File: config.mk
export PLATFORM = sky130hd
export DESIGN_NAME = ctod_cfg_flat
export DESIGN_NICKNAME = d
export VERILOG_FILES = /design/src/rtl/ctod_pkg.sv /design/src/rtl/ctod_if.sv /design/src/rtl/ctod_cfg.sv /design/src/flat_wrapper.sv
export SDC_FILE = /design/constraint.sdc
export NUM_CORES = 1
export LEC_CHECK = 0
export BUFFER_PORTS_ARGS = -buffer_cell sky130_fd_sc_hd__buf_2
export CORE_MARGIN = 8
export CORE_UTILIZATION = 55
export CTS_BUF_LIST = sky130_fd_sc_hd__clkbuf_2 sky130_fd_sc_hd__clkbuf_4 sky130_fd_sc_hd__clkbuf_8
export DETAILED_ROUTE_END_ITERATION = 8
export PLACE_DENSITY = 0.95
export SYNTH_ARGS = -nofsm -noshare
export SYNTH_HDL_FRONTEND = slang
export SYNTH_SLANG_ARGS = --single-unit
File: constraint.sdc
create_clock -name clk -period 1.78 [get_ports clk]
set_input_delay 0.267 -clock clk [delete_from_list [all_inputs] [get_ports clk]]
set_output_delay 0.267 -clock clk [all_outputs]
set_load 0.05 [all_outputs]
File: src/rtl/ctod_pkg.sv
// ----------------------------------------------------------------------------
// Calibrated tick time of day: shared definitions
// Field widths, register indexes and reset values, divisor constants with
// their reciprocal multipliers, and the items passed between pipeline stages.
// ----------------------------------------------------------------------------
`default_nettype none

package ctod_pkg;

  localparam int unsigned TICK_W     = 32;
  localparam int unsigned MS_W       = 32;
  localparam int unsigned HOUR_W     = 5;
  localparam int unsigned MIN_W      = 6;
  localparam int unsigned SEC_W      = 6;
  localparam int unsigned HOUR_CNT_W = 11;  // whole hours in a 32-bit ms count
  localparam int unsigned CFG_IDX_W  = 3;
  localparam int unsigned CFG_DATA_W = 32;

  // Action codes
  localparam logic ACT_READ = 1'b0;
  localparam logic ACT_SET  = 1'b1;

  // Register indexes
  localparam logic [CFG_IDX_W-1:0] REG_SLOPE_FRACTION = 3'd0;
  localparam logic [CFG_IDX_W-1:0] REG_WRAP_MS        = 3'd1;
  localparam logic [CFG_IDX_W-1:0] REG_OFFSET_HOURS   = 3'd2;
  localparam logic [CFG_IDX_W-1:0] REG_OFFSET_MINUTES = 3'd3;
  localparam logic [CFG_IDX_W-1:0] REG_OFFSET_SECONDS = 3'd4;

  // Register reset values
  localparam logic [31:0]       RST_SLOPE_FRACTION = 32'd4252303496;
  localparam logic [31:0]       RST_WRAP_MS        = 32'd42663799;
  localparam logic [HOUR_W-1:0] RST_OFFSET_HOURS   = 5'd10;
  localparam logic [MIN_W-1:0]  RST_OFFSET_MINUTES = 6'd25;
  localparam logic [SEC_W-1:0]  RST_OFFSET_SECONDS = 6'd37;

  // Clock arithmetic
  localparam logic [31:0] MS_PER_HOUR   = 32'd3600000;
  localparam logic [31:0] MS_PER_MINUTE = 32'd60000;
  localparam logic [31:0] MS_PER_SECOND = 32'd1000;
  localparam logic [6:0]  SEC_PER_MIN   = 7'd60;
  localparam logic [6:0]  MIN_PER_HOUR  = 7'd60;
  localparam logic [5:0]  HOURS_PER_DAY = 6'd24;

  // Reciprocal multipliers: q = (n * MAGIC) >> SHIFT is exact for n < 2^N,
  // with SHIFT = N + ceil(log2(d)) and MAGIC = floor(2^SHIFT / d) + 1.
  localparam int unsigned HOUR_SHIFT = 54;  // n: 32 bits, d < 2^22
  localparam int unsigned MIN_SHIFT  = 38;  // n: 22 bits, d < 2^16
  localparam int unsigned SEC_SHIFT  = 26;  // n: 16 bits, d < 2^10
  localparam logic [32:0] HOUR_MAGIC =
    33'(((64'd1 << HOUR_SHIFT) / 64'(MS_PER_HOUR)) + 64'd1);
  localparam logic [22:0] MIN_MAGIC  =
    23'(((64'd1 << MIN_SHIFT) / 64'(MS_PER_MINUTE)) + 64'd1);
  localparam logic [16:0] SEC_MAGIC  =
    17'(((64'd1 << SEC_SHIFT) / 64'(MS_PER_SECOND)) + 64'd1);

  // floor(y / 3) for an 8-bit y
  localparam logic [7:0] THIRD_MAGIC = 8'd171;
  localparam int unsigned THIRD_SHIFT = 9;

  typedef struct packed {
    logic [31:0]       slope_fraction;
    logic [31:0]       wrap_ms;
    logic [HOUR_W-1:0] offset_hours;
    logic [MIN_W-1:0]  offset_minutes;
    logic [SEC_W-1:0]  offset_seconds;
  } cfg_t;

  typedef struct packed {
    logic [TICK_W-1:0] elapsed;
    logic [31:0]       wraps;
  } tick_item_t;

  typedef struct packed {
    logic [MS_W-1:0]   ms;
    logic [HOUR_W-1:0] hours;    // whole hours modulo 24
    logic [MIN_W-1:0]  minutes;
    logic [SEC_W-1:0]  seconds;
    logic [31:0]       wraps;
  } split_item_t;

endpackage

`default_nettype wire

File: src/rtl/ctod_if.sv
// ----------------------------------------------------------------------------
// Calibrated tick time of day: channel interfaces
// Sample, result and register-write channels with valid/ready handshakes.
// ----------------------------------------------------------------------------
`default_nettype none


interface ctod_cfg_if import ctod_pkg::*; ();
  logic                  valid;
  logic                  ready;
  logic [CFG_IDX_W-1:0]  index;
  logic [CFG_DATA_W-1:0] data;

  modport source (output valid, index, data, input ready);
  modport sink   (input valid, index, data, output ready);
endinterface

`default_nettype wire

File: src/rtl/ctod_cfg.sv
// ----------------------------------------------------------------------------
// Calibrated tick time of day: register file
// Holds the slope, wrap and offset registers; writes beyond the list drop.
// ----------------------------------------------------------------------------
`default_nettype none

module ctod_cfg import ctod_pkg::*; (
  input  logic       clk,
  input  logic       rst,
  ctod_cfg_if.sink   cfg,
  output cfg_t       regs
);

  assign cfg.ready = 1'b1;

  always_ff @(posedge clk) begin
    if (rst) begin
      regs.slope_fraction <= RST_SLOPE_FRACTION;
      regs.wrap_ms        <= RST_WRAP_MS;
      regs.offset_hours   <= RST_OFFSET_HOURS;
      regs.offset_minutes <= RST_OFFSET_MINUTES;
      regs.offset_seconds <= RST_OFFSET_SECONDS;
    end else if (cfg.valid) begin
      case (cfg.index)
        REG_SLOPE_FRACTION: regs.slope_fraction <= cfg.data;
        REG_WRAP_MS:        regs.wrap_ms        <= cfg.data;
        REG_OFFSET_HOURS:   regs.offset_hours   <= cfg.data[HOUR_W-1:0];
        REG_OFFSET_MINUTES: regs.offset_minutes <= cfg.data[MIN_W-1:0];
        REG_OFFSET_SECONDS: regs.offset_seconds <= cfg.data[SEC_W-1:0];
        default: ;
      endcase
    end
  end

endmodule

`default_nettype wire

File: src/flat_wrapper.sv
// flat-port wrapper written by rule: the top's interface ports become plain ports
module ctod_cfg_flat import ctod_pkg::*;
  (clk, rst, regs, cfg_valid, cfg_index, cfg_data, cfg_ready);
  ctod_cfg_if cfg_i ();
  input  logic clk;
  input  logic rst;
  output cfg_t regs;
  input wire logic [$bits(cfg_i.valid)-1:0] cfg_valid;
  input wire logic [$bits(cfg_i.index)-1:0] cfg_index;
  input wire logic [$bits(cfg_i.data)-1:0] cfg_data;
  output wire logic [$bits(cfg_i.ready)-1:0] cfg_ready;
  assign cfg_i.valid = cfg_valid;
  assign cfg_i.index = cfg_index;
  assign cfg_i.data = cfg_data;
  assign cfg_ready = cfg_i.ready;
  ctod_cfg u_core (.clk(clk), .rst(rst), .cfg(cfg_i), .regs(regs));
endmodule
### After elaboration in Yosys (flattened, before gate mapping)

Cells that the tools add are included.

| operators by class | value |
|---|---|
| equal/unequal tests | 4 |
| reduce and logical (&&, ||, !) cells | 6 |

Operator list:

| cell | count |
|---|---|
| 2-bit AND reduction | 5 |
| 3-bit by 2-bit equality test with 1-bit output, second input constant | 2 |
| 3-bit by 1-bit equality test with 1-bit output, second input constant | 1 |
| 3-bit equality test, second input constant | 1 |
| 3-bit zero test | 1 |

| word-level totals | value |
|---|---|
| register bits after elaboration | 81 |
| output and inout bits | 82 |
| word-level logic and storage cells | 15 |

### Depth between registers and ports, before layout

| logic depth | value |
|---|---|
| word-level depth | 2 |
| mapped depth | 5 |
| mapped depth without buffers | 2 |

### Worst setup path after synthesis

OpenSTA, ideal clock, no wires.

| timing path | value |
|---|---|
| path kind | input port to flip-flop |
| start point | input cfg_index[1] |
| end point | register u_core.regs[52] (netlist name) |
| setup time | 72 ps |
| arrival | 1084 ps |
| path slack | 625 ps |
| stages on the path | 3 |
| cell sequence | nor4b_4 buf_6 mux2i_1 |

| between the ends | value |
|---|---|
| longest elaborated chain between the ends | 2 |

Ends and longest elaborated chain:

| item | RTL line | text |
|---|---|---|
| start, declared | flat_wrapper.sv:9 | `input wire logic [$bits(cfg_i.index)-1:0] cfg_index;` |
| 3-bit zero test | ctod_cfg.sv:24 | `case (cfg.index)` |
| 2-bit AND reduction (no source line) | -- |  |

Every way passes these cells.
A chain may end at the register's enable or synchronous reset.

### Final worst setup path

| timing path | value |
|---|---|
| start point | register u_core.regs[17] (netlist name) |
| end point | output regs[17] (netlist bit) |

RTL lines:

| item | RTL line | text |
|---|---|---|
| end, declared | flat_wrapper.sv:7 | `output cfg_t regs;` |

No word-level cell between the ends.

==> results.ini <==
[outcome]
outcome = completed

[finish]
drive_above_1_share = 0.3165
top_register = u_core.regs
layout_top_registers = u_core.regs: 81 flops
post_layout_nets = 488
flow.area_growth_from_synthesis_pct = 24.15
post-route-cell-area_mm2 = 0.004207
antenna-diode-count = 0
max_reg_flops = 81

[grt]
gr-total-overflow = 0
grt_start_max_net_pins = 47
grt_pass1_vias = 2762
grt_first_pass_wirelength_um = 12790
number_of_antenna_violations_at_the_first_check_in_global_routing = 0
grt_util_all_layers = 0.1788

[yosys]
synth_common_cells = dfxtp_1 (81), mux2i_1 (81), nand2b_1 (73)
post_synthesis_cell_area_mm2 = 0.003388
muxShareOfSynthArea = 0.2393
largest_family_of_logic_cells_by_synthesized_area = multiplexers
yosys.area_share.xor_xnor = 0
synth-simple-area-share = 0.2345
synth.distinct_cells = 13
post-synth-top-area-fraction = 0.4786
mappedNetlistNets = 377
syn_avg_cell_area_um2 = 9.995
post_synth_inst_count = 339
yosys.area_share.adder = 0
synth_ff_type = dfxtp_1
async_reset_ff_frac = 0
yosys_register_bits = 81
ys_top_cells_by_area = dfxtp_1 (48%), mux2i_1 (24%), nand2b_1 (13%), nor2_1 (8.0%), buf_6 (2.0%)
synth_warnings = 0
synth_compound_area_frac = 0
synth-seq-area-share = 0.4786
post_synth_edffs = 0
yosys.area.top_type = dfxtp_1

[timing]
timing.clock.skew_ns = 0
timing.final.crit_share = 0.6899
hold_viol = 0
finalHoldWorstSlack_ns = 0.1987
worstMarginPinSlew_ns = 0.5112
totalNegativeSetupSlack_ns = 0
max_freq_ghz = 0.8144
rsz0062_at_grt = false
maxSlewHeadroom = 0.6574
crit_path_time_final_ns = 1.228
final-setup-viol-count = 0
final_max_slew_viol_count = 0

[setup_path]
crit_path_top_delay_cell = dfxtp_1
path_cells = buf_2
crit-reg2reg-launch = u_core.regs[10]
critical_path.max_fanout = 2
setup.worst_path.start_class = register
worst_path_largest_cell_delay_ns = 0.36
worst_r2r_endpoint = u_core.regs[10]
reg2regPathDepth = 2
crit_path_start = u_core.regs[17]
critPathKind = register to output port
buf_inv_stages_crit_path = 1
cp.arrival_ns = 0.96
setup.reg_to_reg.worst_slack_ns = 1.13
worstPathRequired_ns = 1.51
critical-path-top-delay-family = flip-flops
critical_path.endpoint_type = output port

[routing]
routed_wire_length_per_instance_um = 14.90
drcViolationCount = 0
avgViaCountPerCell = 4.953
wire_length_reported_by_the_detailed_router_um = 7896
detailedRoute.firstIterationViolations = 68
drtAntennaViolNets = 0
detailedRoute.firstPassIterationCount = 4
via_count = 2625

[die]
dieHeight_um = 94.49
floorplan.initialDensity = 0.5689
pin_count = 120
dieWidth_um = 94.49
core_area_mm2 = 0.005956
floorplan.die_area_mm2 = 0.008928
rows = 28

[cts]
ctsRootBufferMaster = clkbuf_8
tritoncts = done
cts_max_path_buffers = 2
htreeDepth = 3
holdBufCountCts = 0
cts_repair_resize_count = 0
cts_sinks = 81
clock_insertion_delay_worst_skew_ns = 0.32
path_clk_slew_ns = 0.08
cts-buffers-inserted = 9
post_cts.repair.setup_buffers = 0

[min_path]
min_path_cells = 3
min_delay_worst_endpoint = u_core.regs[35]
hold_path.class = input port to register
timing.hold.worst.start = cfg_data[18]

[placed_design]
port-buffer-count = 118
placed_cell_area_mm2 = 0.004003
gp_congestion = 0.7625
hpwl_um = 5934

[power_and_ir_drop]
ir_drop_mv = 0.5381
p_leak_nw = 1.812
p_per_area_mw_per_mm2 = 868.9

[job]
maxCapViolCount = 0

==> worst min-delay path: stages <==
cell and delay, ns:
buf_2 0.10, nand2b_1 0.06, mux2i_1 0.06
==> stage by stage <==
step	cells	power [mW]	util	setup WS (ns)
after floorplan	339	2.235	-	0.6248
after global routing	530	3.827	0.7063	0.4805
final	530	3.655	0.7063	0.5521
after CTS	530	3.699	0.7063	0.5426
after global placement	514	2.353	0.6721	0.4811
after detailed placement	514	2.365	0.6721	0.4076
==> report_power, final <==
group,switching [mW],internal (mW)
clock network,0.647,0.689
registers,0.0203,1.85
logic,0.296,0.152
==> layout by cell type (no fill, tap or decap) <==
| cell | Yosys | final |
|---|---|---|
| buf_12 | 0 | 2 |
| nor2_1 | 72 | 72 |
| dfxtp_1 | 81 | 81 |
| clkbuf_8 | 0 | 10 |
| inv_6 | 0 | 1 |
| nand4b_1 | 1 | 1 |
| mux2i_1 | 81 | 81 |
| nor4b_4 | 1 | 1 |
| clkinvlp_4 | 0 | 3 |
| buf_2 | 9 | 117 |
| nand4bb_1 | 2 | 2 |
| and4bb_2 | 1 | 1 |
| nand2b_1 | 73 | 73 |
| bufinv_16 | 0 | 1 |
| clkinv_2 | 0 | 1 |
| conb_1 | 1 | 1 |
| buf_4 | 1 | 7 |
==> kinds of logic after synthesis <==
kind of cell           Yosys count
buffers and inverters           26
flip-flops                      81
multiplexers                    81
other                            1
AND/OR/NAND/NOR                150
==> worst max-delay path by stage <==
| stage | to | cells past startpoint |
|---|---|---|
| final | regs[17] | 1 |
| after global routing | regs[40] | 1 |
| after CTS | regs[64] | 1 |
| after detailed placement | u_core.regs[64] | 4 |
| after global placement | u_core.regs[58] | 4 |
| after floorplan | u_core.regs[52] | 3 |
==> layout make-up <==
| class | instances | area (um^2) |
|---|---|---|
| Multi-Input combinational cell | 232 | 1609 |
| Timing Repair Buffer | 126 | 678.2 |
| Clock inverter | 6 | 66.31 |
| Sequential cell | 81 | 1622 |
| Tap cell | 75 | 93.84 |
| Fill cell | 465 | 1749 |
| Clock buffer | 10 | 137.6 |
==> routing by layer <==
layer | track usage | vias to the layer above | part of all wire
met5 | 0 | - | 0
met4 | 0.05462 | 0 | 0.011
met3 | 0.07381 | 10 | 0.11
met2 | 0.3123 | 98 | 0.48
met1 | 0.1928 | 1200 | 0.40
li1 | - | 1317 | -
Note: power is estimated with default switching activity, not from simulation.
