==> src/rtl/ctod_pkg.sv <==
// ----------------------------------------------------------------------------
// Calibrated tick time of day: shared definitions
// Field widths, register indexes and reset values, divisor constants with
// their reciprocal multipliers, and the items passed between pipeline stages.
// ----------------------------------------------------------------------------
`default_nettype none

package ctod_pkg;

  localparam int unsigned TICK_W     = 32;
  localparam int unsigned MS_W       = 32;
  localparam int unsigned HOUR_W     = 5;
  localparam int unsigned MIN_W      = 6;
  localparam int unsigned SEC_W      = 6;
  localparam int unsigned HOUR_CNT_W = 11;  // whole hours in a 32-bit ms count
  localparam int unsigned CFG_IDX_W  = 3;
  localparam int unsigned CFG_DATA_W = 32;

  // Action codes
  localparam logic ACT_READ = 1'b0;
  localparam logic ACT_SET  = 1'b1;

  // Register indexes
  localparam logic [CFG_IDX_W-1:0] REG_SLOPE_FRACTION = 3'd0;
  localparam logic [CFG_IDX_W-1:0] REG_WRAP_MS        = 3'd1;
  localparam logic [CFG_IDX_W-1:0] REG_OFFSET_HOURS   = 3'd2;
  localparam logic [CFG_IDX_W-1:0] REG_OFFSET_MINUTES = 3'd3;
  localparam logic [CFG_IDX_W-1:0] REG_OFFSET_SECONDS = 3'd4;

  // Register reset values
  localparam logic [31:0]       RST_SLOPE_FRACTION = 32'd4252303496;
  localparam logic [31:0]       RST_WRAP_MS        = 32'd42663799;
  localparam logic [HOUR_W-1:0] RST_OFFSET_HOURS   = 5'd10;
  localparam logic [MIN_W-1:0]  RST_OFFSET_MINUTES = 6'd25;
  localparam logic [SEC_W-1:0]  RST_OFFSET_SECONDS = 6'd37;

  // Clock arithmetic
  localparam logic [31:0] MS_PER_HOUR   = 32'd3600000;
  localparam logic [31:0] MS_PER_MINUTE = 32'd60000;
  localparam logic [31:0] MS_PER_SECOND = 32'd1000;
  localparam logic [6:0]  SEC_PER_MIN   = 7'd60;
  localparam logic [6:0]  MIN_PER_HOUR  = 7'd60;
  localparam logic [5:0]  HOURS_PER_DAY = 6'd24;

  // Reciprocal multipliers: q = (n * MAGIC) >> SHIFT is exact for n < 2^N,
  // with SHIFT = N + ceil(log2(d)) and MAGIC = floor(2^SHIFT / d) + 1.
  localparam int unsigned HOUR_SHIFT = 54;  // n: 32 bits, d < 2^22
  localparam int unsigned MIN_SHIFT  = 38;  // n: 22 bits, d < 2^16
  localparam int unsigned SEC_SHIFT  = 26;  // n: 16 bits, d < 2^10
  localparam logic [32:0] HOUR_MAGIC =
    33'(((64'd1 << HOUR_SHIFT) / 64'(MS_PER_HOUR)) + 64'd1);
  localparam logic [22:0] MIN_MAGIC  =
    23'(((64'd1 << MIN_SHIFT) / 64'(MS_PER_MINUTE)) + 64'd1);
  localparam logic [16:0] SEC_MAGIC  =
    17'(((64'd1 << SEC_SHIFT) / 64'(MS_PER_SECOND)) + 64'd1);

  // floor(y / 3) for an 8-bit y
  localparam logic [7:0] THIRD_MAGIC = 8'd171;
  localparam int unsigned THIRD_SHIFT = 9;

  typedef struct packed {
    logic [31:0]       slope_fraction;
    logic [31:0]       wrap_ms;
    logic [HOUR_W-1:0] offset_hours;
    logic [MIN_W-1:0]  offset_minutes;
    logic [SEC_W-1:0]  offset_seconds;
  } cfg_t;

  typedef struct packed {
    logic [TICK_W-1:0] elapsed;
    logic [31:0]       wraps;
  } tick_item_t;

  typedef struct packed {
    logic [MS_W-1:0]   ms;
    logic [HOUR_W-1:0] hours;    // whole hours modulo 24
    logic [MIN_W-1:0]  minutes;
    logic [SEC_W-1:0]  seconds;
    logic [31:0]       wraps;
  } split_item_t;

endpackage

`default_nettype wire

==> src/rtl/ctod_if.sv <==
// ----------------------------------------------------------------------------
// Calibrated tick time of day: channel interfaces
// Sample, result and register-write channels with valid/ready handshakes.
// ----------------------------------------------------------------------------
`default_nettype none


interface ctod_out_if import ctod_pkg::*; ();
  logic              valid;
  logic              ready;
  logic [MS_W-1:0]   elapsed_ms;
  logic [HOUR_W-1:0] hours;
  logic [MIN_W-1:0]  minutes;
  logic [SEC_W-1:0]  seconds;
  logic [31:0]       wraps_seen;

  modport source (output valid, elapsed_ms, hours, minutes, seconds, wraps_seen,
                  input ready);
  modport sink   (input valid, elapsed_ms, hours, minutes, seconds, wraps_seen,
                  output ready);
endinterface


`default_nettype wire

==> src/rtl/ctod_tod.sv <==
// ----------------------------------------------------------------------------
// Calibrated tick time of day: offset adder and result register
// Adds the time-of-day offset with carries, wraps hours modulo 24 and holds
// the result until the sink takes it.
// ----------------------------------------------------------------------------
`default_nettype none

module ctod_tod import ctod_pkg::*; (
  input  logic         clk,
  input  logic         rst,
  input  cfg_t         regs,
  input  logic         in_valid,
  input  split_item_t  in_item,
  output logic         in_ready,
  ctod_out_if.source   result
);

  logic [6:0]        sec_sum;
  logic [1:0]        sec_carry;
  logic [6:0]        sec_wrap;
  logic [6:0]        min_sum;
  logic [1:0]        min_carry;
  logic [6:0]        min_wrap;
  logic [5:0]        hour_sum;
  logic [5:0]        hour_wrap;

  assign in_ready = !result.valid || result.ready;

  // Sums stay below three times the base, so the carry is 0, 1 or 2
  always_comb begin
    sec_sum = 7'(in_item.seconds) + 7'(regs.offset_seconds);
    if (sec_sum >= (SEC_PER_MIN << 1)) begin
      sec_carry = 2'd2;
      sec_wrap  = sec_sum - (SEC_PER_MIN << 1);
    end else if (sec_sum >= SEC_PER_MIN) begin
      sec_carry = 2'd1;
      sec_wrap  = sec_sum - SEC_PER_MIN;
    end else begin
      sec_carry = 2'd0;
      sec_wrap  = sec_sum;
    end

    min_sum = 7'(in_item.minutes) + 7'(regs.offset_minutes) + 7'(sec_carry);
    if (min_sum >= (MIN_PER_HOUR << 1)) begin
      min_carry = 2'd2;
      min_wrap  = min_sum - (MIN_PER_HOUR << 1);
    end else if (min_sum >= MIN_PER_HOUR) begin
      min_carry = 2'd1;
      min_wrap  = min_sum - MIN_PER_HOUR;
    end else begin
      min_carry = 2'd0;
      min_wrap  = min_sum;
    end

    hour_sum = 6'(in_item.hours) + 6'(regs.offset_hours) + 6'(min_carry);
    if (hour_sum >= (HOURS_PER_DAY << 1)) begin
      hour_wrap = hour_sum - (HOURS_PER_DAY << 1);
    end else if (hour_sum >= HOURS_PER_DAY) begin
      hour_wrap = hour_sum - HOURS_PER_DAY;
    end else begin
      hour_wrap = hour_sum;
    end
  end

  always_ff @(posedge clk) begin
    if (rst) begin
      result.valid <= 1'b0;
    end else if (in_ready) begin
      result.valid <= in_valid;
    end
  end

  always_ff @(posedge clk) begin
    if (in_ready && in_valid) begin
      result.elapsed_ms <= in_item.ms;
      result.hours      <= hour_wrap[HOUR_W-1:0];
      result.minutes    <= min_wrap[MIN_W-1:0];
      result.seconds    <= sec_wrap[SEC_W-1:0];
      result.wraps_seen <= in_item.wraps;
    end
  end

endmodule

`default_nettype wire

==> src/flat_wrapper.sv <==
// flat-port wrapper written by rule: the top's interface ports become plain ports
module ctod_tod_flat import ctod_pkg::*;
  (clk, rst, regs, in_valid, in_item, in_ready, result_valid, result_elapsed_ms, result_hours, result_minutes, result_seconds, result_wraps_seen, result_ready);
  ctod_out_if result_i ();
  input  logic clk;
  input  logic rst;
  input  cfg_t regs;
  input  logic in_valid;
  input  split_item_t in_item;
  output logic in_ready;
  output wire logic [$bits(result_i.valid)-1:0] result_valid;
  output wire logic [$bits(result_i.elapsed_ms)-1:0] result_elapsed_ms;
  output wire logic [$bits(result_i.hours)-1:0] result_hours;
  output wire logic [$bits(result_i.minutes)-1:0] result_minutes;
  output wire logic [$bits(result_i.seconds)-1:0] result_seconds;
  output wire logic [$bits(result_i.wraps_seen)-1:0] result_wraps_seen;
  input wire logic [$bits(result_i.ready)-1:0] result_ready;
  assign result_valid = result_i.valid;
  assign result_elapsed_ms = result_i.elapsed_ms;
  assign result_hours = result_i.hours;
  assign result_minutes = result_i.minutes;
  assign result_seconds = result_i.seconds;
  assign result_wraps_seen = result_i.wraps_seen;
  assign result_i.ready = result_ready;
  ctod_tod u_core (.clk(clk), .rst(rst), .regs(regs), .in_valid(in_valid), .in_item(in_item), .in_ready(in_ready), .result(result_i));
endmodule
==> config.mk <==
export PLATFORM = sky130hd
export DESIGN_NAME = ctod_tod_flat
export DESIGN_NICKNAME = d
export VERILOG_FILES = /design/src/rtl/ctod_pkg.sv /design/src/rtl/ctod_if.sv /design/src/rtl/ctod_tod.sv /design/src/flat_wrapper.sv
export SDC_FILE = /design/constraint.sdc
export NUM_CORES = 1
export LEC_CHECK = 0
export BUFFER_PORTS_ARGS = -buffer_cell sky130_fd_sc_hd__clkbuf_2
export CAP_MARGIN = 10
export CORE_MARGIN = 1.5
export CORE_UTILIZATION = 35
export DETAILED_ROUTE_END_ITERATION = 7
export HOLD_SLACK_MARGIN = 0.03
export PLACE_DENSITY = 0.7
export RECOVER_POWER = 25
export SLEW_MARGIN = 30
export SYNTH_ARGS = -nofsm -noshare
export SYNTH_HDL_FRONTEND = slang
export SYNTH_SLANG_ARGS = --single-unit
==> constraint.sdc <==
create_clock -name clk -period 17.3 [get_ports clk]
set_input_delay 2.595 -clock clk [delete_from_list [all_inputs] [get_ports clk]]
set_output_delay 2.595 -clock clk [all_outputs]
set_load 0.1 [all_outputs]
**After elaboration in Yosys (flattened, before gate mapping)**

Index checks and enable logic that the tools add are counted.

- Register bits after elaboration: 82
- Bits in latches: 0
- RAM bits: 0
- ROM bits: 0
- Output and inout bits: 83
- Memories: 0

- Add/subtract/negate cells: 11
- $mul: 0
- Divide/modulo/power cells: 0
- Order comparisons: 6
- Eq/ne operators: 0
- Shifts and indexed selects: 0
- Muxes and demuxes: 10
- Bitwise operators: 0
- Reductions and logical operators: 3

Operator list:

| operator | number |
|---|---|
| $mux W6 | 4 |
| $sub A6 B6 Y6 const B | 4 |
| $add A6 B6 Y7 | 2 |
| $ge A7 B6 Y1 const B | 2 |
| $ge A7 B7 Y1 const B | 2 |
| $mux W5 | 2 |
| $sub A5 B5 Y5 const B | 2 |
| $add A7 B2 Y7 | 1 |
| $add A5 B5 Y6 | 1 |
| $add A6 B2 Y6 | 1 |
| $ge A6 B5 Y1 const B | 1 |
| $ge A6 B6 Y1 const B | 1 |
| $mux W2 | 2 |
| $mux W1 | 2 |
| $logic_and A1 B1 Y1 | 1 |
| $logic_not A1 Y1 | 1 |
| $logic_or A1 B1 Y1 | 1 |

**Logic depth before layout (Yosys ltp)**

- Word-level depth: 12
- Mapped depth: 33
- Gate-level depth less buffers: 33

**Worst setup path before layout**

OpenSTA, ideal clock, no wires.

- Path type: input to register
- From: input regs[0] (netlist name)
- To: register u_core.result.hours[4] (data pin)
- Data arrival time: 8.592 ns
- Setup slack: 8.452 ns
- Stages on the path: 29
- Path buffers: 0
- Cell sequence: ha_1 -> inv_1 -> fa_1 -> xnor2_1 -> inv_1 -> ha_1 -> and3_2 -> o21ai_1 -> inv_1 -> fa_1 -> ha_1 -> fa_1 -> xor2_1 -> ha_1 -> nand2_1 -> o31ai_1 -> a211oi_1 -> or2_2 -> fa_1 -> inv_1 -> ha_1 -> inv_1 -> fa_1 -> xnor2_1 -> inv_1 -> ha_1 -> a41oi_1 -> nand2_1 -> a31o_2

- Cells in the longest elaborated chain, start to end: 12
- Elaborated cells between the ends (all ways): 17
- Classes of those cells: add/sub: 5; order compare: 6; mux: 6

RTL lines:

| what | line | text |
|---|---|---|
| from (decl) | flat_wrapper.sv:7 | `input cfg_t regs;` |
| $add A6 B6 Y7 (*) | ctod_tod.sv:31 | `sec_sum = 7'(in_item.seconds) + 7'(regs.offset_seconds);` |
| $ge A7 B6 Y1 | ctod_tod.sv:35 | `end else if (sec_sum >= SEC_PER_MIN) begin` |
| $mux W1 | ctod_tod.sv:35 |  |
| $mux W2 (*) | ctod_tod.sv:32 | `if (sec_sum >= (SEC_PER_MIN << 1)) begin` |
| $add A7 B2 Y7 (*) | ctod_tod.sv:43 | `min_sum = 7'(in_item.minutes) + 7'(regs.offset_minutes) + 7'(sec_carry);` |
| $ge A7 B6 Y1 | ctod_tod.sv:47 | `end else if (min_sum >= MIN_PER_HOUR) begin` |
| $mux W1 | ctod_tod.sv:47 |  |
| $mux W2 (*) | ctod_tod.sv:44 | `if (min_sum >= (MIN_PER_HOUR << 1)) begin` |
| $add A6 B2 Y6 (*) | ctod_tod.sv:55 | `hour_sum = 6'(in_item.hours) + 6'(regs.offset_hours) + 6'(min_carry);` |
| $sub A5 B5 Y5 or $ge A6 B5 Y1 (tied branches) | ctod_tod.sv:59, ctod_tod.sv:58 |  |
| $mux W5 | ctod_tod.sv:58 | `end else if (hour_sum >= HOURS_PER_DAY) begin` |
| $mux W5 (*) | ctod_tod.sv:56 | `if (hour_sum >= (HOURS_PER_DAY << 1)) begin` |
| named net u_core.hour_wrap[4] | ctod_tod.sv:25 | `logic [5:0] hour_wrap;` |
| to (signal assigned) | ctod_tod.sv:76 | `result.hours <= hour_wrap[HOUR_W-1:0];` |
| to (decl) | ctod_if.sv:17 | `modport source (output valid, elapsed_ms, hours, minutes, seconds, wraps_seen,` |

Mark *: on every way through the listed nets, which the timed path passes. The rest lies on a longest branch.
A chain may end at the register's enable or synchronous reset.

**Worst setup path in the final report**

Same ends and word-level chain as after synthesis.

==> results.json <==
{
  "ys_ff_latch": 82,
  "crit_path_start_kind": "primary input",
  "crit_type": "primary input to flop",
  "cp-end-kind": "flop",
  "finalCriticalPeriod_ns": 9.24,
  "swShare_pct": 42.7,
  "netlist_instances": 241,
  "synth-async-reset-ratio_pct": 0,
  "slew_viol_final": 0,
  "synth_nets": 443,
  "die_w_um": 106,
  "powerDensity_mw_per_mm2": 123,
  "fin_util_pct": 48.5,
  "tightest_slew_ns": 0.620,
  "dieArea_mm2": 0.0113,
  "postCtsSetupBuffers": 0,
  "status": "finished, final reports clean",
  "ys.flop_type": "edfxtp_1",
  "cts_buffers": 9,
  "worstHoldPathType": "flop to flop",
  "p_sw_mw": 0.261,
  "crit_arrival_ns": 9.34,
  "htree_num_levels": 3,
  "power.clock.fraction_pct": 19.3,
  "ys_types": 45,
  "drtAntennaViolNets": 0,
  "overflow": 0,
  "clock_latency_ns": 0.34,
  "place.port_buffers": 184,
  "slew_headroom_pct": 58.4,
  "fin_crit_sh_pct": 53.4,
  "gp_congestion": 0.750,
  "power_frac_comb_pct": 40.1,
  "layout.nets": 639,
  "layout-drive-gt1-share_pct": 47.5,
  "crit_slowest_cell": "fa_1",
  "io-pin-count": 249,
  "root_buffer": "clkbuf_8",
  "drt_pass1_iterations": 4,
  "grt_max_degree": 82,
  "syn-cell-area_mm2": 0.00373,
  "vias": 2624,
  "dp_hpwl_um": 6470,
  "first_global_vias": 2602,
  "grt_pass1_wl_um": 12500,
  "clkTransAtPathRegs_ns": 0.08,
  "clock-sinks": 82,
  "area_growth_syn_to_layout_pct": 34.2,
  "num_rows": 37,
  "fmax_ghz": 0.108,
  "max_stage_delay_ns": 0.46,
  "clockBufferDepth": 2,
  "path_max_fanout": 6,
  "coreArea_mm2": 0.0103,
  "timing.setup.tns_ns": 0,
  "cp_data_required_time_ns": 17.40,
  "grt_usage_pct": 14.7,
  "drt_iter0_markers": 92,
  "hold_violations": 0,
  "seqPwrFrac_pct": 40.6,
  "die_h_um": 106,
  "antenna_found_initial": 0,
  "max-vdd-ir-drop_uv": 58.0,
  "post_cts_resized": 0,
  "leakage_nw": 2.32,
  "synth_seq_area_share_pct": 65.8,
  "synth_edf_count": 81,
  "drc_errors": 0,
  "routedWlPerCell_um": 14.1,
  "cts_tree": "yes",
  "syn_area_per_cell_um2": 15.5,
  "setup_viol": 0,
  "maxCapViolCount": 0,
  "n_antenna_cell": 0,
  "finalClockSkew_ns": 0.00836,
  "p_total_mw": 0.613,
  "p_int_mw": 0.351,
  "yosys_warnings": 0,
  "finalWirelength_um": 8120,
  "vias_per_cell": 4.54,
  "cts_hold_buf": 0,
  "start_util_pct": 36.1,
  "rsz0062_at_grt": "false"
}
[cell usage after synthesis, types with 2 or more instances]
cell,count,area [um2]
a211oi_1,4,30.0
a21o_1,4,30.0
a21oi_1,7,35.0
a31oi_1,2,12.5
edfxtp_1,81,2430
fa_1,7,140
ha_1,29,363
inv_1,30,113
mux2i_1,4,40.0
nand2_1,6,22.5
nand2b_1,2,12.5
nor2_1,8,30.0
nor2b_1,2,12.5
o211ai_1,2,15.0
o21a_1,2,15.0
o21ai_0,11,55.1
or2_2,2,12.5
xnor2_1,9,78.8
xor2_1,3,26.3
[stage by stage]
stage	setup slack [ns]	std cells	hold slack [ns]	cell area, um2
final	8.06	578	0.539	5000
after global routing	7.51	578	0.573	5000
after CTS	8.04	577	0.536	4980
after detailed placement	7.71	561	0.526	4820
after global placement	7.76	561	0.508	4820
after floorplan	8.45	241	1.73	3730
[flip-flops by register name (all words and copies together) (netlist names)]
signal                    flops
u_core.result.valid           1
u_core.result.minutes         6
u_core.result.wraps_seen     32
u_core.result.hours           5
u_core.result.elapsed_ms     32
u_core.result.seconds         6
[layout make-up]
cell class / count / area [um2]
tap: 136 / 170
sequential: 82 / 2450
fill: 940 / 5320
multi-input combinational: 129 / 1170
inverter: 30 / 113
timing repair buffer: 185 / 940
clock inverter: 5 / 30.0
clock buffer: 11 / 131
[cell families after synthesis]
logic type | count (synthesis) | synth area share [%]
DFF | 82 | 65.8
buffers and inverters | 30 | 3.02
muxes | 5 | 1.38
xor gates and xnor gates | 13 | 3.56
AOI/OAI and AO/OA | 44 | 8.05
adders and majority gates | 36 | 13.5
and+or+nand+nor | 31 | 4.73
[critical path, delay by kind of cell]
kind	cells	cell delay, ns
xor gates and xnor gates	3	1.09
and+or+nand+nor	4	0.67
buffers and inverters	7	0.53
adders and majority gates	11	3.24
AOI/OAI and AO/OA	5	1.20
[per-layer routing]
metal | vias up | part of all wire [%] | GRT usage, %
li1 | 1280 | - | -
met1 | 1216 | 40 | 16.9
met2 | 119 | 49 | 24.8
met3 | 9 | 10 | 5.95
met4 | 0 | 1.4 | 5.12
met5 | - | 0 | 0
[power groups by stage]
stage / registers, mW / logic, mW / clock network (mW)
final: 0.249 / 0.246 / 0.118
after global placement: 0.253 / 0.243 / 0
after global routing: 0.251 / 0.263 / 0.131
after CTS: 0.250 / 0.247 / 0.123
after detailed placement: 0.254 / 0.246 / 0
after floorplan: 0.384 / 0.0716 / 0
[worst paths after layout]
path / endpoint / slack [ns] / cells after the start / from
setup / recovery: u_core.result.hours[4] / 8.06 / 30 / regs[0]
hold reg to reg: u_core.result.valid / 0.54 / 2 / u_core.result.valid
hold / removal: u_core.result.valid / 0.54 / 2 / u_core.result.valid
setup reg to reg: u_core.result.minutes[5] / 15.74 / 3 / u_core.result.valid
[layout by cell type, fill, tap and decap left out, types with 2 or more instances in the layout]
cell type	instances
a211oi_1	4
a21o_1	4
a31oi_1	2
o21a_1	2
o211ai_1	2
nor2b_1	2
clkbuf_8	9
mux2i_1	4
clkinv_2	2
clkbuf_1	3
or2_2	2
xnor2_1	9
nor2_1	8
fa_1	7
inv_1	30
a21oi_1	7
o21ai_0	11
xor2_1	3
clkbuf_2	183
nand2b_1	2
edfxtp_1	81
nand2_1	6
ha_1	29
(Power assumes the default switching activity.)
