`src/rtl/ctod_pkg.sv`:
```
// ----------------------------------------------------------------------------
// Calibrated tick time of day: shared definitions
// Field widths, register indexes and reset values, divisor constants with
// their reciprocal multipliers, and the items passed between pipeline stages.
// ----------------------------------------------------------------------------
`default_nettype none

package ctod_pkg;

  localparam int unsigned TICK_W     = 32;
  localparam int unsigned MS_W       = 32;
  localparam int unsigned HOUR_W     = 5;
  localparam int unsigned MIN_W      = 6;
  localparam int unsigned SEC_W      = 6;
  localparam int unsigned HOUR_CNT_W = 11;  // whole hours in a 32-bit ms count
  localparam int unsigned CFG_IDX_W  = 3;
  localparam int unsigned CFG_DATA_W = 32;

  // Action codes
  localparam logic ACT_READ = 1'b0;
  localparam logic ACT_SET  = 1'b1;

  // Register indexes
  localparam logic [CFG_IDX_W-1:0] REG_SLOPE_FRACTION = 3'd0;
  localparam logic [CFG_IDX_W-1:0] REG_WRAP_MS        = 3'd1;
  localparam logic [CFG_IDX_W-1:0] REG_OFFSET_HOURS   = 3'd2;
  localparam logic [CFG_IDX_W-1:0] REG_OFFSET_MINUTES = 3'd3;
  localparam logic [CFG_IDX_W-1:0] REG_OFFSET_SECONDS = 3'd4;

  // Register reset values
  localparam logic [31:0]       RST_SLOPE_FRACTION = 32'd4252303496;
  localparam logic [31:0]       RST_WRAP_MS        = 32'd42663799;
  localparam logic [HOUR_W-1:0] RST_OFFSET_HOURS   = 5'd10;
  localparam logic [MIN_W-1:0]  RST_OFFSET_MINUTES = 6'd25;
  localparam logic [SEC_W-1:0]  RST_OFFSET_SECONDS = 6'd37;

  // Clock arithmetic
  localparam logic [31:0] MS_PER_HOUR   = 32'd3600000;
  localparam logic [31:0] MS_PER_MINUTE = 32'd60000;
  localparam logic [31:0] MS_PER_SECOND = 32'd1000;
  localparam logic [6:0]  SEC_PER_MIN   = 7'd60;
  localparam logic [6:0]  MIN_PER_HOUR  = 7'd60;
  localparam logic [5:0]  HOURS_PER_DAY = 6'd24;

  // Reciprocal multipliers: q = (n * MAGIC) >> SHIFT is exact for n < 2^N,
  // with SHIFT = N + ceil(log2(d)) and MAGIC = floor(2^SHIFT / d) + 1.
  localparam int unsigned HOUR_SHIFT = 54;  // n: 32 bits, d < 2^22
  localparam int unsigned MIN_SHIFT  = 38;  // n: 22 bits, d < 2^16
  localparam int unsigned SEC_SHIFT  = 26;  // n: 16 bits, d < 2^10
  localparam logic [32:0] HOUR_MAGIC =
    33'(((64'd1 << HOUR_SHIFT) / 64'(MS_PER_HOUR)) + 64'd1);
  localparam logic [22:0] MIN_MAGIC  =
    23'(((64'd1 << MIN_SHIFT) / 64'(MS_PER_MINUTE)) + 64'd1);
  localparam logic [16:0] SEC_MAGIC  =
    17'(((64'd1 << SEC_SHIFT) / 64'(MS_PER_SECOND)) + 64'd1);

  // floor(y / 3) for an 8-bit y
  localparam logic [7:0] THIRD_MAGIC = 8'd171;
  localparam int unsigned THIRD_SHIFT = 9;

  typedef struct packed {
    logic [31:0]       slope_fraction;
    logic [31:0]       wrap_ms;
    logic [HOUR_W-1:0] offset_hours;
    logic [MIN_W-1:0]  offset_minutes;
    logic [SEC_W-1:0]  offset_seconds;
  } cfg_t;

  typedef struct packed {
    logic [TICK_W-1:0] elapsed;
    logic [31:0]       wraps;
  } tick_item_t;

  typedef struct packed {
    logic [MS_W-1:0]   ms;
    logic [HOUR_W-1:0] hours;    // whole hours modulo 24
    logic [MIN_W-1:0]  minutes;
    logic [SEC_W-1:0]  seconds;
    logic [31:0]       wraps;
  } split_item_t;

endpackage

`default_nettype wire

```
`src/rtl/ctod_if.sv`:
```
// ----------------------------------------------------------------------------
// Calibrated tick time of day: channel interfaces
// Sample, result and register-write channels with valid/ready handshakes.
// ----------------------------------------------------------------------------
`default_nettype none

interface ctod_in_if import ctod_pkg::*; ();
  logic              valid;
  logic              ready;
  logic              action;
  logic [TICK_W-1:0] tick_count;

  modport source (output valid, action, tick_count, input ready);
  modport sink   (input valid, action, tick_count, output ready);
endinterface


`default_nettype wire

```
`src/rtl/ctod_front.sv`:
```
// ----------------------------------------------------------------------------
// Calibrated tick time of day: front end
// Takes sample requests, keeps reference, last tick and wrap count, and
// loads the elapsed tick count into the input register of the pipeline.
// ----------------------------------------------------------------------------
`default_nettype none

module ctod_front import ctod_pkg::*; (
  input  logic        clk,
  input  logic        rst,
  ctod_in_if.sink     sample,
  output logic        item_valid,
  output tick_item_t  item,
  input  logic        item_ready
);

  logic [TICK_W-1:0] reference_tick;
  logic [TICK_W-1:0] last_tick;
  logic [31:0]       wrap_count;
  logic [31:0]       wrap_count_next;
  logic              take;
  logic              is_set;

  assign sample.ready = !item_valid || item_ready;
  assign take         = sample.valid && sample.ready;
  assign is_set       = (sample.action == ACT_SET);

  // Count a wrap when the tick runs backwards; hold at all ones
  always_comb begin
    wrap_count_next = wrap_count;
    if ((sample.tick_count < last_tick) && (wrap_count != '1)) begin
      wrap_count_next = wrap_count + 32'd1;
    end
  end

  always_ff @(posedge clk) begin
    if (rst) begin
      reference_tick <= '0;
      last_tick      <= '0;
      wrap_count     <= '0;
      item_valid     <= 1'b0;
    end else begin
      if (take && !is_set) begin
        item_valid <= 1'b1;
      end else if (item_ready) begin
        item_valid <= 1'b0;
      end
      if (take) begin
        if (is_set) begin
          reference_tick <= sample.tick_count;
          wrap_count     <= '0;
        end else begin
          last_tick      <= sample.tick_count;
          wrap_count     <= wrap_count_next;
        end
      end
    end
  end

  always_ff @(posedge clk) begin
    if (take && !is_set) begin
      item.elapsed <= sample.tick_count - reference_tick;
      item.wraps   <= wrap_count_next;
    end
  end

endmodule

`default_nettype wire

```
`src/flat_wrapper.sv`:
```
// flat-port wrapper written by rule: the top's interface ports become plain ports
module ctod_front_flat import ctod_pkg::*;
  (clk, rst, item_valid, item, item_ready, sample_valid, sample_action, sample_tick_count, sample_ready);
  ctod_in_if sample_i ();
  input  logic clk;
  input  logic rst;
  output logic item_valid;
  output tick_item_t item;
  input  logic item_ready;
  input wire logic [$bits(sample_i.valid)-1:0] sample_valid;
  input wire logic [$bits(sample_i.action)-1:0] sample_action;
  input wire logic [$bits(sample_i.tick_count)-1:0] sample_tick_count;
  output wire logic [$bits(sample_i.ready)-1:0] sample_ready;
  assign sample_i.valid = sample_valid;
  assign sample_i.action = sample_action;
  assign sample_i.tick_count = sample_tick_count;
  assign sample_ready = sample_i.ready;
  ctod_front u_core (.clk(clk), .rst(rst), .sample(sample_i), .item_valid(item_valid), .item(item), .item_ready(item_ready));
endmodule
```
`config.mk`:
```
export PLATFORM = sky130hd
export DESIGN_NAME = ctod_front_flat
export DESIGN_NICKNAME = d
export VERILOG_FILES = /design/src/rtl/ctod_pkg.sv /design/src/rtl/ctod_if.sv /design/src/rtl/ctod_front.sv /design/src/flat_wrapper.sv
export SDC_FILE = /design/constraint.sdc
export NUM_CORES = 1
export LEC_CHECK = 0
export BUFFER_PORTS_ARGS = -buffer_cell sky130_fd_sc_hd__buf_2
export CORE_UTILIZATION = 55
export DETAILED_ROUTE_END_ITERATION = 12
export GPL_TIMING_DRIVEN = 0
export PLACE_DENSITY = 0.76
export SLEW_MARGIN = 20
export SYNTH_ARGS = -nofsm -noshare
export SYNTH_HDL_FRONTEND = slang
export SYNTH_SLANG_ARGS = --single-unit
```
`constraint.sdc`:
```
create_clock -name clk -period 4.3 [get_ports clk]
set_input_delay 0.215 -clock clk [delete_from_list [all_inputs] [get_ports clk]]
set_output_delay 0.215 -clock clk [all_outputs]
set_load 0.05 [all_outputs]
```
; Word-level counts from Yosys, hierarchy flattened
; Cells that the tools add are included.
[totals]
word_cells = 24
out_inout_bits = 66
ff_bits = 161
[op_classes]
eq_ne = 1
reduce_logical = 9
add_sub_neg = 2
magnitude_cmp = 1
muxes = 4
bitwise = 1
[ops]
columns = cell, n
row1 = $mux W32, 2
row2 = $add A32 B1 Y32 const B, 1
row3 = $lt A32 B32 Y1, 1
row4 = $ne A32 B32 Y1 const B, 1
row5 = $sub A32 B32 Y32, 1
row6 = $reduce_and A2 Y1, 2
row7 = $logic_and A1 B1 Y1, 3
row8 = $logic_not A1 Y1, 2
row9 = $mux W1, 2
row10 = $reduce_bool A2 Y1, 1
row11 = $logic_or A1 B1 Y1, 1
row12 = $not A1 Y1, 1

; Depth between registers and ports, before layout
; Gate-level depths: netlist of the first run.
[depth]
ltp_word = 5
ltp_mapped = 12

; Worst setup path before layout of the first run
; Ideal clock, no wire load.
[synth_path]
path_type = reg-to-reg
start = register u_core.item_valid
end = register u_core.item[0] (netlist name)
path_slack_ps = 238
required_time_ps = 3847
path_buffers = 2
synth_period_minus_slack_ps = 4062
stages_incl_launch_ff = 7
arrival_ps = 3609
setup_ps = 453
path_cell_list = dfxtp_1 > nand2b_1 > and2_1 > nand2_1 > clkbuf_1 > clkinv_1 > clkbuf_1
[synth_via]
elab_chain_cells = 4
[synth_rtl]
columns = element, line
row1 = start: declaration, ctod_front.sv:12  ; output logic item_valid,
row2 = start signal: assignment, ctod_front.sv:41  ; item_valid <= 1'b0;
row3 = start signal: assignment, ctod_front.sv:44  ; item_valid <= 1'b1;
row4 = start signal: assignment, ctod_front.sv:46  ; item_valid <= 1'b0;
row5 = $logic_not A1 Y1, ctod_front.sv:24  ; assign sample.ready = !item_valid || item_ready;
row6 = $logic_or A1 B1 Y1, ctod_front.sv:24
row7 = named net sample_ready, flat_wrapper.sv:13  ; output wire logic [$bits(sample_i.ready)-1:0] sample_ready;
row8 = $logic_and A1 B1 Y1, ctod_front.sv:25  ; assign take = sample.valid && sample.ready;
row9 = $logic_and A1 B1 Y1, ctod_front.sv:61  ; if (take && !is_set) begin
; The timed path passes the listed nets, and every way through them passes these cells.
; A chain may end at the register's enable or synchronous reset.

; Final worst setup path of the first run
[layout_path]
start = register u_core.reference_tick[0]
end = register u_core.item[60] (netlist name)
[layout_via]
elab_chain_cells = 1
[layout_rtl]
columns = element, line
row1 = start: declaration, ctod_front.sv:17  ; logic [TICK_W-1:0] reference_tick;
row2 = start signal: assignment, ctod_front.sv:50  ; reference_tick <= sample.tick_count;
row3 = $sub A32 B32 Y32, ctod_front.sv:62  ; item.elapsed <= sample.tick_count - reference_tick;
; Every way passes these cells.

==> metrics.txt, run 1 <==
# TYPE chip_impl_metric gauge
chip_impl_info{name="status",value="completed"} 1
chip_impl_metric{name="ios",unit=""} 103
chip_impl_info{name="grt_setup_unrepaired",value="no"} 1
chip_impl_metric{name="post_cts_resize_count",unit=""} 0
chip_impl_metric{name="die_height",unit="um"} 129.2
chip_impl_metric{name="detailed_route_wire_length",unit="mm"} 20.84
chip_impl_metric{name="grt-ovfl-total",unit=""} 0
chip_impl_metric{name="irDropWorstVdd",unit="mV"} 0.3088
chip_impl_metric{name="asyncSetResetFlopFracSynth",unit="%"} 0
chip_impl_info{name="kind_of_capture_point_of_the_worst_setup_path",value="flip-flop"} 1
chip_impl_info{name="ys_top_cells_by_area",value="dfxtp_1 (22%), edfxtp_1 (22%), ha_1 (8.9%)"} 1
chip_impl_metric{name="placed_area",unit="um^2"} 9699
chip_impl_metric{name="drc",unit=""} 0
chip_impl_metric{name="vias",unit=""} 7663
chip_impl_metric{name="layout_worst_path_cycle_share",unit="%"} 77.48
chip_impl_metric{name="start_util",unit="%"} 56.23
chip_impl_metric{name="leakagePower",unit="nW"} 3.866
chip_impl_metric{name="antenna_fix_cells",unit=""} 0
chip_impl_metric{name="fmax",unit="MHz"} 300.2
chip_impl_metric{name="dp_wirelength",unit="mm"} 15.15
chip_impl_info{name="crit_family",value="compound AO/OA/AOI/OAI gates"} 1
chip_impl_metric{name="power.density_cell_area",unit="nW/um^2"} 383.3
chip_impl_metric{name="synth_edf_count",unit=""} 64
chip_impl_metric{name="placementRows",unit=""} 46
chip_impl_metric{name="place.port_buffers",unit=""} 101
chip_impl_info{name="largest_family_of_logic_cells_by_synthesized_area",value="simple AND/OR/NAND/NOR gates"} 1
chip_impl_metric{name="worst_skew_pair.late_latency",unit="ns"} 0.42
chip_impl_metric{name="seq_area_frac_synth",unit="%"} 43.41
chip_impl_metric{name="path_max_fanout",unit=""} 5
chip_impl_metric{name="first_global_vias",unit=""} 6767
chip_impl_metric{name="finalHoldViolations",unit=""} 0
chip_impl_metric{name="synth.mux.area_fraction",unit="%"} 0.3374
chip_impl_metric{name="synth_compound_area_share",unit="%"} 17.35
chip_impl_metric{name="grt_first_pass_wirelength",unit="mm"} 33.34
chip_impl_metric{name="critPathMaxStageDelay",unit="ns"} 0.55
chip_impl_metric{name="mapped_avg_cell_area",unit="um^2"} 8.777
chip_impl_metric{name="grt_antenna_before_repair",unit=""} 0
chip_impl_metric{name="cts_post_setup_buffers_inserted",unit=""} 0
chip_impl_metric{name="synth_adder_area_share",unit="%"} 9.082
chip_impl_metric{name="synth_cell_type_count",unit=""} 62
chip_impl_info{name="critical_path_cell_by_cell",value="ha_1, fa_1, nand2b_1, a21o_1, a21oi_1, nor2_1, o311ai_0, a31oi_1, o311ai_0"} 1
chip_impl_info{name="clock_tree_from_tritoncts",value="done"} 1
chip_impl_metric{name="worst_pin_slew",unit="ns"} 0.7265
chip_impl_metric{name="grt_use_total",unit="%"} 25.58
chip_impl_info{name="worstSetupStartpointType",value="flip-flop"} 1
chip_impl_metric{name="number_of_inserted_filler_cells_in_the_final_layout",unit=""} 1292
chip_impl_metric{name="drt_iter0_markers",unit=""} 571
chip_impl_metric{name="ant_nets",unit=""} 0
chip_impl_metric{name="final_max_slew_viol_count",unit=""} 0
chip_impl_metric{name="ys_seq_elements",unit=""} 161
chip_impl_info{name="crit_top_cell",value="o311ai_0"} 1
chip_impl_metric{name="final_nets",unit=""} 1236
chip_impl_info{name="top_cells_by_count_synth",value="nand2_1 (177), a21oi_1 (118), dfxtp_1 (97)"} 1
chip_impl_metric{name="htreeDepth",unit=""} 4
chip_impl_metric{name="layout_min_cycle_time",unit="ns"} 3.331
chip_impl_metric{name="synth_area",unit="um^2"} 8900
chip_impl_metric{name="finClkSkew",unit="ns"} 0.004939
chip_impl_metric{name="dieArea",unit="um^2"} 16690
chip_impl_metric{name="clock_sink_count",unit=""} 161
chip_impl_metric{name="syn_inst_count",unit=""} 1014
chip_impl_metric{name="synth_xor_area_share",unit="%"} 5.609
chip_impl_metric{name="grt_max_degree",unit=""} 39
chip_impl_metric{name="post_cts_hold_buffer_count",unit=""} 0
chip_impl_metric{name="floorplan.core_area",unit="um^2"} 15830
chip_impl_info{name="postSynth.topFlopCell",value="dfxtp_1"} 1
chip_impl_metric{name="path_buf_inv",unit=""} 0
chip_impl_info{name="synth_area_leader_cell",value="dfxtp_1"} 1
chip_impl_info{name="cpMaxStageDelayCell",value="o311ai_0"} 1
chip_impl_metric{name="detail_route.vias_per_cell",unit=""} 5.618
chip_impl_metric{name="critPathArrivalTime",unit="ns"} 3.54
chip_impl_metric{name="floorplan.die.width",unit="um"} 129.2
chip_impl_metric{name="finalWeightedCongestion",unit=""} 0.9218
chip_impl_info{name="worstHoldPathType",value="in2reg"} 1
chip_impl_metric{name="drive_gt1_share",unit="%"} 13.15
chip_impl_metric{name="critical_path_required",unit="ns"} 4.51
chip_impl_metric{name="cts_buffers",unit=""} 17
chip_impl_metric{name="synth-warning-count",unit=""} 0
chip_impl_metric{name="detail_route.wl_per_cell",unit="um"} 15.28
chip_impl_metric{name="final_cell_count_no_fill",unit=""} 1364
chip_impl_info{name="yosys.cell_count.top_type",value="nand2_1"} 1
chip_impl_metric{name="netlist.area_leader.share",unit="%"} 21.82
chip_impl_metric{name="mappedNetlistNets",unit=""} 1115
chip_impl_metric{name="max-slew-margin-rel",unit="%"} 51.38
chip_impl_metric{name="clock_tree.buffer_depth",unit=""} 2
chip_impl_metric{name="drt_pass_1_iters",unit=""} 5
chip_impl_metric{name="areaGrowthSynthToFinish",unit="%"} 15.91
chip_impl_metric{name="post_synth_and_or_nand_nor_area_fraction",unit="%"} 18.39
chip_impl_metric{name="report.final.setup_viol",unit=""} 0
chip_impl_metric{name="max_cap_violations",unit=""} 0
chip_impl_info{name="path_class",value="reg2reg"} 1
chip_impl_metric{name="clk_transition_reported_paths",unit="ns"} 0.06
chip_impl_metric{name="place.detailed.instances",unit=""} 1332
chip_impl_info{name="clk_root_buffer_cell",value="clkbuf_16"} 1
chip_impl_metric{name="final_instance_area",unit="um^2"} 10320
metal layers:
layer / GRT usage, % / wire [um]
met2: 42.09 / 9898
met1: 33.46 / 9370
met5: 0 / 0
met3: 4.707 / 1158
met4: 9.758 / 413
tightest hold or removal path, cell delays in order:
cell     delay [ns]
buf_2          0.13
nand2_1        0.06
a21oi_1        0.05
area by class of cell:
type / count / area [um^2] / area share (%)
Buffer: 46 / 202.7 / 1.965
Clock buffer: 23 / 488.0 / 4.730
Sequential cell: 161 / 3864 / 37.45
Inverter: 85 / 319.1 / 3.093
Clock inverter: 9 / 128.9 / 1.249
Timing Repair Buffer: 102 / 525.5 / 5.094
Tap cell: 216 / 270.3 / 2.620
Multi-Input combinational cell: 722 / 4518 / 43.80
layout by cell type (no fill, tap or decap), types with 12 or more instances in the layout:
master | netlist | routed
a31oi_1 | 26 | 26
o21ai_0 | 38 | 38
dfxtp_1 | 97 | 97
a21oi_1 | 118 | 118
or4_1 | 12 | 12
edfxtp_1 | 64 | 64
nand2_1 | 177 | 177
xnor2_1 | 42 | 42
xor2_1 | 15 | 15
ha_1 | 63 | 63
nand4_1 | 12 | 12
and3_1 | 12 | 12
or3_1 | 13 | 13
nor2_1 | 36 | 36
buf_2 | 7 | 108
clkbuf_1 | 32 | 33
o211ai_1 | 14 | 14
clkbuf_16 | 0 | 17
inv_1 | 83 | 83
nand3_1 | 29 | 29
final timing paths:
kind                                  from                  endpoint  slack (ns)  cells after the start
setup reg to reg  u_core.reference_tick[0]           u_core.item[60]        0.97                      9
setup / recovery  u_core.reference_tick[0]           u_core.item[60]        0.97                      9
hold reg to reg        u_core.last_tick[9]       u_core.last_tick[9]        0.45                      2
hold / removal        sample_tick_count[3]  u_core.reference_tick[3]        0.07                      3
sequential cells by signal, summed over array words and instances, names as in the netlist:
signal / flops
u_core.wrap_count: 32
u_core.item: 64
u_core.last_tick: 32
u_core.reference_tick: 32
u_core.item_valid: 1
report_power, final:
group          switching [mW]  internal [mW]  total, mW  leakage, nW
Combinational           0.462          0.221      0.683         2.20
Clock                   0.607          0.973       1.58        0.289
Sequential             0.0228           1.67       1.69         1.38
Total                    1.09           2.86       3.95         3.87
cells by family (layout without fill, tap and decap cells):
family / after synthesis / count (layout)
flops: 161 / 161
fa+ha+maj: 64 / 64
compound gates: 255 / 255
xor+xnor: 57 / 57
buf+inv: 131 / 265
mux: 3 / 3
simple gates: 343 / 343
stage by stage:
stage / power (mW) / hold slack [ns] / setup slack [ns] / util (%) / TNS [ns]
6_report: 3.954 / 0.06991 / 0.9686 / 65.18 / 0
5_1_grt: 4.101 / 0.06466 / 0.7563 / 65.18 / 0
3_3_place_gp: 2.393 / 0.4417 / -0.6447 / 61.13 / -46.11
4_1_cts: 3.968 / 0.05508 / 0.9568 / 65.18 / 0
3_5_place_dp: 2.401 / 0.4463 / 0.9066 / 61.28 / 0
2_1_floorplan: 2.228 / 0.3510 / 0.2376 / - / 0
Note: power is estimated with default switching activity, not from simulation.
==> inputs of run 2 (changes only) <==
--- a/config.mk
+++ b/config.mk
@@ -5,11 +5,12 @@
 export SDC_FILE = /design/constraint.sdc
 export NUM_CORES = 1
 export LEC_CHECK = 0
+export ABC_AREA = 1
 export BUFFER_PORTS_ARGS = -buffer_cell sky130_fd_sc_hd__buf_2
 export CORE_UTILIZATION = 55
 export DETAILED_ROUTE_END_ITERATION = 12
 export GPL_TIMING_DRIVEN = 0
-export PLACE_DENSITY = 0.76
+export PLACE_DENSITY = 0.75
 export SLEW_MARGIN = 20
 export SYNTH_ARGS = -nofsm -noshare
 export SYNTH_HDL_FRONTEND = slang
==> constraint.sdc (replaced) <==
create_clock -name clk -period 3.44 [get_ports clk]
set_input_delay 0.172 -clock clk [delete_from_list [all_inputs] [get_ports clk]]
set_output_delay 0.172 -clock clk [all_outputs]
set_load 0.05 [all_outputs]
==> run 2 against run 1 <==
Non-clock buffer count shrank 5. Die area rose by 8.0%. Total power is 31% higher. Sequential share of layout area is 2.4 points lower. Largest cell class unchanged. Critical endpoint is now u_core.item[62]. Fmax increased by 15%. Cell count is 16% higher.
==> metrics.txt, run 2 <==
# TYPE chip_impl_metric gauge
chip_impl_metric{name="syn_inst_count",unit=""} 1231
chip_impl_info{name="path_class",value="reg2reg"} 1
chip_impl_metric{name="netlist.area_leader.share",unit="%"} 20.18
chip_impl_metric{name="clock_tree.buffer_depth",unit=""} 2
chip_impl_info{name="synth_area_leader_cell",value="dfxtp_1"} 1
chip_impl_info{name="largest_family_of_logic_cells_by_synthesized_area",value="simple AND/OR/NAND/NOR gates"} 1
chip_impl_metric{name="seq_area_frac_synth",unit="%"} 40.16
chip_impl_info{name="top_cells_by_count_synth",value="nand2_1 (265), inv_1 (163), a21oi_1 (118)"} 1
chip_impl_metric{name="drt_pass_1_iters",unit=""} 5
chip_impl_metric{name="finalWeightedCongestion",unit=""} 0.9497
chip_impl_metric{name="asyncSetResetFlopFracSynth",unit="%"} 0
chip_impl_metric{name="ys_seq_elements",unit=""} 161
chip_impl_metric{name="grt-ovfl-total",unit=""} 0
chip_impl_metric{name="place.port_buffers",unit=""} 101
chip_impl_metric{name="grt_antenna_before_repair",unit=""} 1
chip_impl_info{name="critical_path_cell_by_cell",value="ha_1, fa_1, o21ai_1, a21boi_0, o21ai_0, nand2_1, nand2_1, nand3_1, nand3_1, nand2_1"} 1
chip_impl_info{name="most_common_library_cell_in_the_layout_ignoring_fill_and_taps",value="nand2_1"} 1
chip_impl_metric{name="report.final.setup_viol",unit=""} 0
chip_impl_metric{name="max-slew-margin-rel",unit="%"} 36.20
chip_impl_metric{name="vias",unit=""} 8598
chip_impl_info{name="clock_tree_from_tritoncts",value="done"} 1
chip_impl_metric{name="synth_area",unit="um^2"} 9620
chip_impl_info{name="grt_setup_unrepaired",value="no"} 1
chip_impl_info{name="worstSetupStartpointType",value="flip-flop"} 1
chip_impl_info{name="cpMaxStageDelayCell",value="o21ai_0"} 1
chip_impl_metric{name="post_cts_resize_count",unit=""} 0
chip_impl_metric{name="critPathMaxStageDelay",unit="ns"} 0.57
chip_impl_metric{name="detailed_route_wire_length",unit="mm"} 24.77
chip_impl_info{name="ys_top_cells_by_area",value="dfxtp_1 (20%), edfxtp_1 (20%), nand2_1 (10%)"} 1
chip_impl_metric{name="preCtsSetupSlack",unit="ns"} 0.5648
chip_impl_metric{name="first_global_vias",unit=""} 7581
chip_impl_metric{name="grt_max_degree",unit=""} 74
chip_impl_metric{name="detail_route.vias_per_cell",unit=""} 5.425
chip_impl_info{name="largest_register_by_flop_count",value="u_core.item"} 1
chip_impl_metric{name="cts_post_setup_buffers_inserted",unit=""} 0
chip_impl_metric{name="detail_route.wl_per_cell",unit="um"} 15.62
chip_impl_metric{name="totalNegativeSetupSlack",unit="ns"} 0
chip_impl_info{name="status",value="completed"} 1
chip_impl_metric{name="drc",unit=""} 0
chip_impl_metric{name="drive_gt1_share",unit="%"} 16.35
chip_impl_metric{name="clock_sink_count",unit=""} 161
chip_impl_metric{name="final_nets",unit=""} 1452
chip_impl_metric{name="layout_min_cycle_time",unit="ns"} 2.907
chip_impl_metric{name="worst_pin_slew",unit="ns"} 0.9569
chip_impl_info{name="postSynth.topFlopCell",value="dfxtp_1"} 1
chip_impl_metric{name="grt_first_pass_wirelength",unit="mm"} 39.24
chip_impl_metric{name="layout.core_utilization",unit="%"} 65.53
chip_impl_metric{name="placementRows",unit=""} 47
chip_impl_metric{name="layout_worst_path_cycle_share",unit="%"} 84.52
chip_impl_metric{name="power.total",unit="mW"} 5.188
chip_impl_info{name="yosys.cell_count.top_type",value="nand2_1"} 1
chip_impl_metric{name="post_synth_and_or_nand_nor_area_fraction",unit="%"} 24.45
chip_impl_metric{name="htreeDepth",unit=""} 4
chip_impl_metric{name="ant_nets",unit=""} 0
chip_impl_metric{name="synth_compound_area_share",unit="%"} 14.49
chip_impl_info{name="kind_of_capture_point_of_the_worst_setup_path",value="flip-flop"} 1
chip_impl_metric{name="post_cts_hold_buffer_count",unit=""} 0
chip_impl_metric{name="grt_use_total",unit="%"} 28.15
chip_impl_metric{name="finalHoldViolations",unit=""} 0
chip_impl_info{name="worstHoldPathType",value="in2reg"} 1
chip_impl_metric{name="synth_adder_area_share",unit="%"} 8.402
chip_impl_metric{name="synth-warning-count",unit=""} 0
chip_impl_metric{name="critical_path_required",unit="ns"} 3.63
chip_impl_metric{name="areaGrowthSynthToFinish",unit="%"} 14.57
chip_impl_metric{name="synth_xor_area_share",unit="%"} 3.733
chip_impl_metric{name="drt_iter0_markers",unit=""} 791
chip_impl_metric{name="dp_wirelength",unit="mm"} 18.52
chip_impl_metric{name="finClkSkew",unit="ns"} 0.006082
chip_impl_info{name="crit_top_cell",value="nand2_1"} 1
chip_impl_metric{name="mappedNetlistNets",unit=""} 1332
chip_impl_metric{name="power.density_cell_area",unit="nW/um^2"} 470.7
chip_impl_metric{name="synth_cell_type_count",unit=""} 48
chip_impl_metric{name="worst_skew_pair.late_latency",unit="ns"} 0.44
chip_impl_metric{name="dieArea",unit="um^2"} 18020
chip_impl_metric{name="clk_transition_reported_paths",unit="ns"} 0.07
chip_impl_metric{name="floorplan.core_area",unit="um^2"} 16820
chip_impl_metric{name="largest_register_ffs",unit=""} 64
chip_impl_metric{name="fmax",unit="MHz"} 344.0
chip_impl_metric{name="path_max_fanout",unit=""} 4
chip_impl_metric{name="cts_buffers",unit=""} 17
chip_impl_metric{name="leakagePower",unit="nW"} 4.643
chip_impl_metric{name="critPathArrivalTime",unit="ns"} 3.09
chip_impl_metric{name="synth.mux.area_fraction",unit="%"} 0
chip_impl_metric{name="ios",unit=""} 103
chip_impl_metric{name="die_height",unit="um"} 134.3
chip_impl_info{name="clk_root_buffer_cell",value="clkbuf_16"} 1
chip_impl_metric{name="irDropWorstVdd",unit="mV"} 0.4333
chip_impl_metric{name="worst_setup_margin",unit="ns"} 0.5326
chip_impl_metric{name="final_max_slew_viol_count",unit=""} 0
chip_impl_info{name="layout.cells.most_common_list",value="nand2_1 (265), inv_1 (163), a21oi_1 (118), buf_2 (108), dfxtp_1 (97)"} 1
chip_impl_metric{name="mapped_avg_cell_area",unit="um^2"} 7.815
chip_impl_metric{name="start_util",unit="%"} 57.20
chip_impl_metric{name="synth_edf_count",unit=""} 64
chip_impl_metric{name="floorplan.die.width",unit="um"} 134.3
chip_impl_metric{name="max_cap_violations",unit=""} 0
-- run 2: cell types whose count changed in the layout (fill, tap and decap cells not counted), sizes merged, moves of 14 or more --
cell,before,now
a21oi,119,135
o211ai,14,0
inv,83,167
xor2,15,30
o21ai,41,84
nand3,31,47
nor3,5,19
xnor2,42,11
nand2,177,308
nor2,37,82
nand4,13,40
a31oi,26,9
-- run 2: power by group --
part	internal [mW]	switching, mW	total (mW)	leakage [nW]
clock	1.14	0.835	1.97	0.293
combinational	0.316	0.752	1.07	2.97
sequential	2.12	0.0302	2.15	1.38
total	3.57	1.62	5.19	4.64
-- run 2: critical path: cells and delay by family (launching register included) --
kind	cells	cell delay, ns
flip-flops	1	0.31
AO/OA/AOI/OAI	3	1.06
AND/OR/NAND/NOR	5	0.67
adder cells (fa/ha/maj)	2	0.62
-- run 2: cell type report --
| cell class | instances | area (um^2) |
|---|---|---|
| multi-input cells | 863 | 4913 |
| flip-flops and latches | 161 | 3864 |
| inverters | 165 | 619.3 |
| clock buffers | 20 | 500.5 |
| clock inverters | 12 | 117.6 |
| fillers | 1490 | 5797 |
| repair buffers | 101 | 505.5 |
| diodes | 1 | 2.502 |
| plain buffers | 42 | 224.0 |
| well taps | 220 | 275.3 |
-- run 2: kinds of logic (layout without fill, tap and decap cells) --
family | Yosys count | in the layout
compound gates | 250 | 250
xor+xnor | 41 | 41
fa+ha+maj | 64 | 64
buf+inv | 207 | 340
flops | 161 | 161
other cells | 0 | 1
simple gates | 508 | 508
-- run 2: stage by stage --
step                hold slack (ns)  instances  instance area [um^2]
finish                      0.04031       1585                 11020
global route                0.06689       1585                 11020
CTS                         0.03418       1584                 11020
detailed placement           0.4440       1552                 10400
global placement             0.4390       1552                 10400
floorplan                    0.3448       1231                  9620
-- run 2: layer usage --
| layer | wire length, um | GRT usage [%] | vias up |
|---|---|---|---|
| li1 | - | - | 4341 |
| met1 | 11850 | 40.27 | 3965 |
| met2 | 11100 | 42.86 | 255 |
| met3 | 1423 | 5.518 | 37 |
| met4 | 394 | 8.489 | 0 |
| met5 | 0 | 0 | - |
-- run 2: path summary, 6_finish.rpt --
| check | startpoint | to | slack (ns) | cells after the start |
|---|---|---|---|---|
| setup / recovery | u_core.reference_tick[0] | u_core.item[62] | 0.53 | 10 |
| hold / removal | sample_tick_count[0] | u_core.last_tick[0] | 0.04 | 3 |
| setup reg to reg | u_core.reference_tick[0] | u_core.item[62] | 0.53 | 10 |
| hold reg to reg | u_core.reference_tick[0] | u_core.reference_tick[0] | 0.45 | 2 |
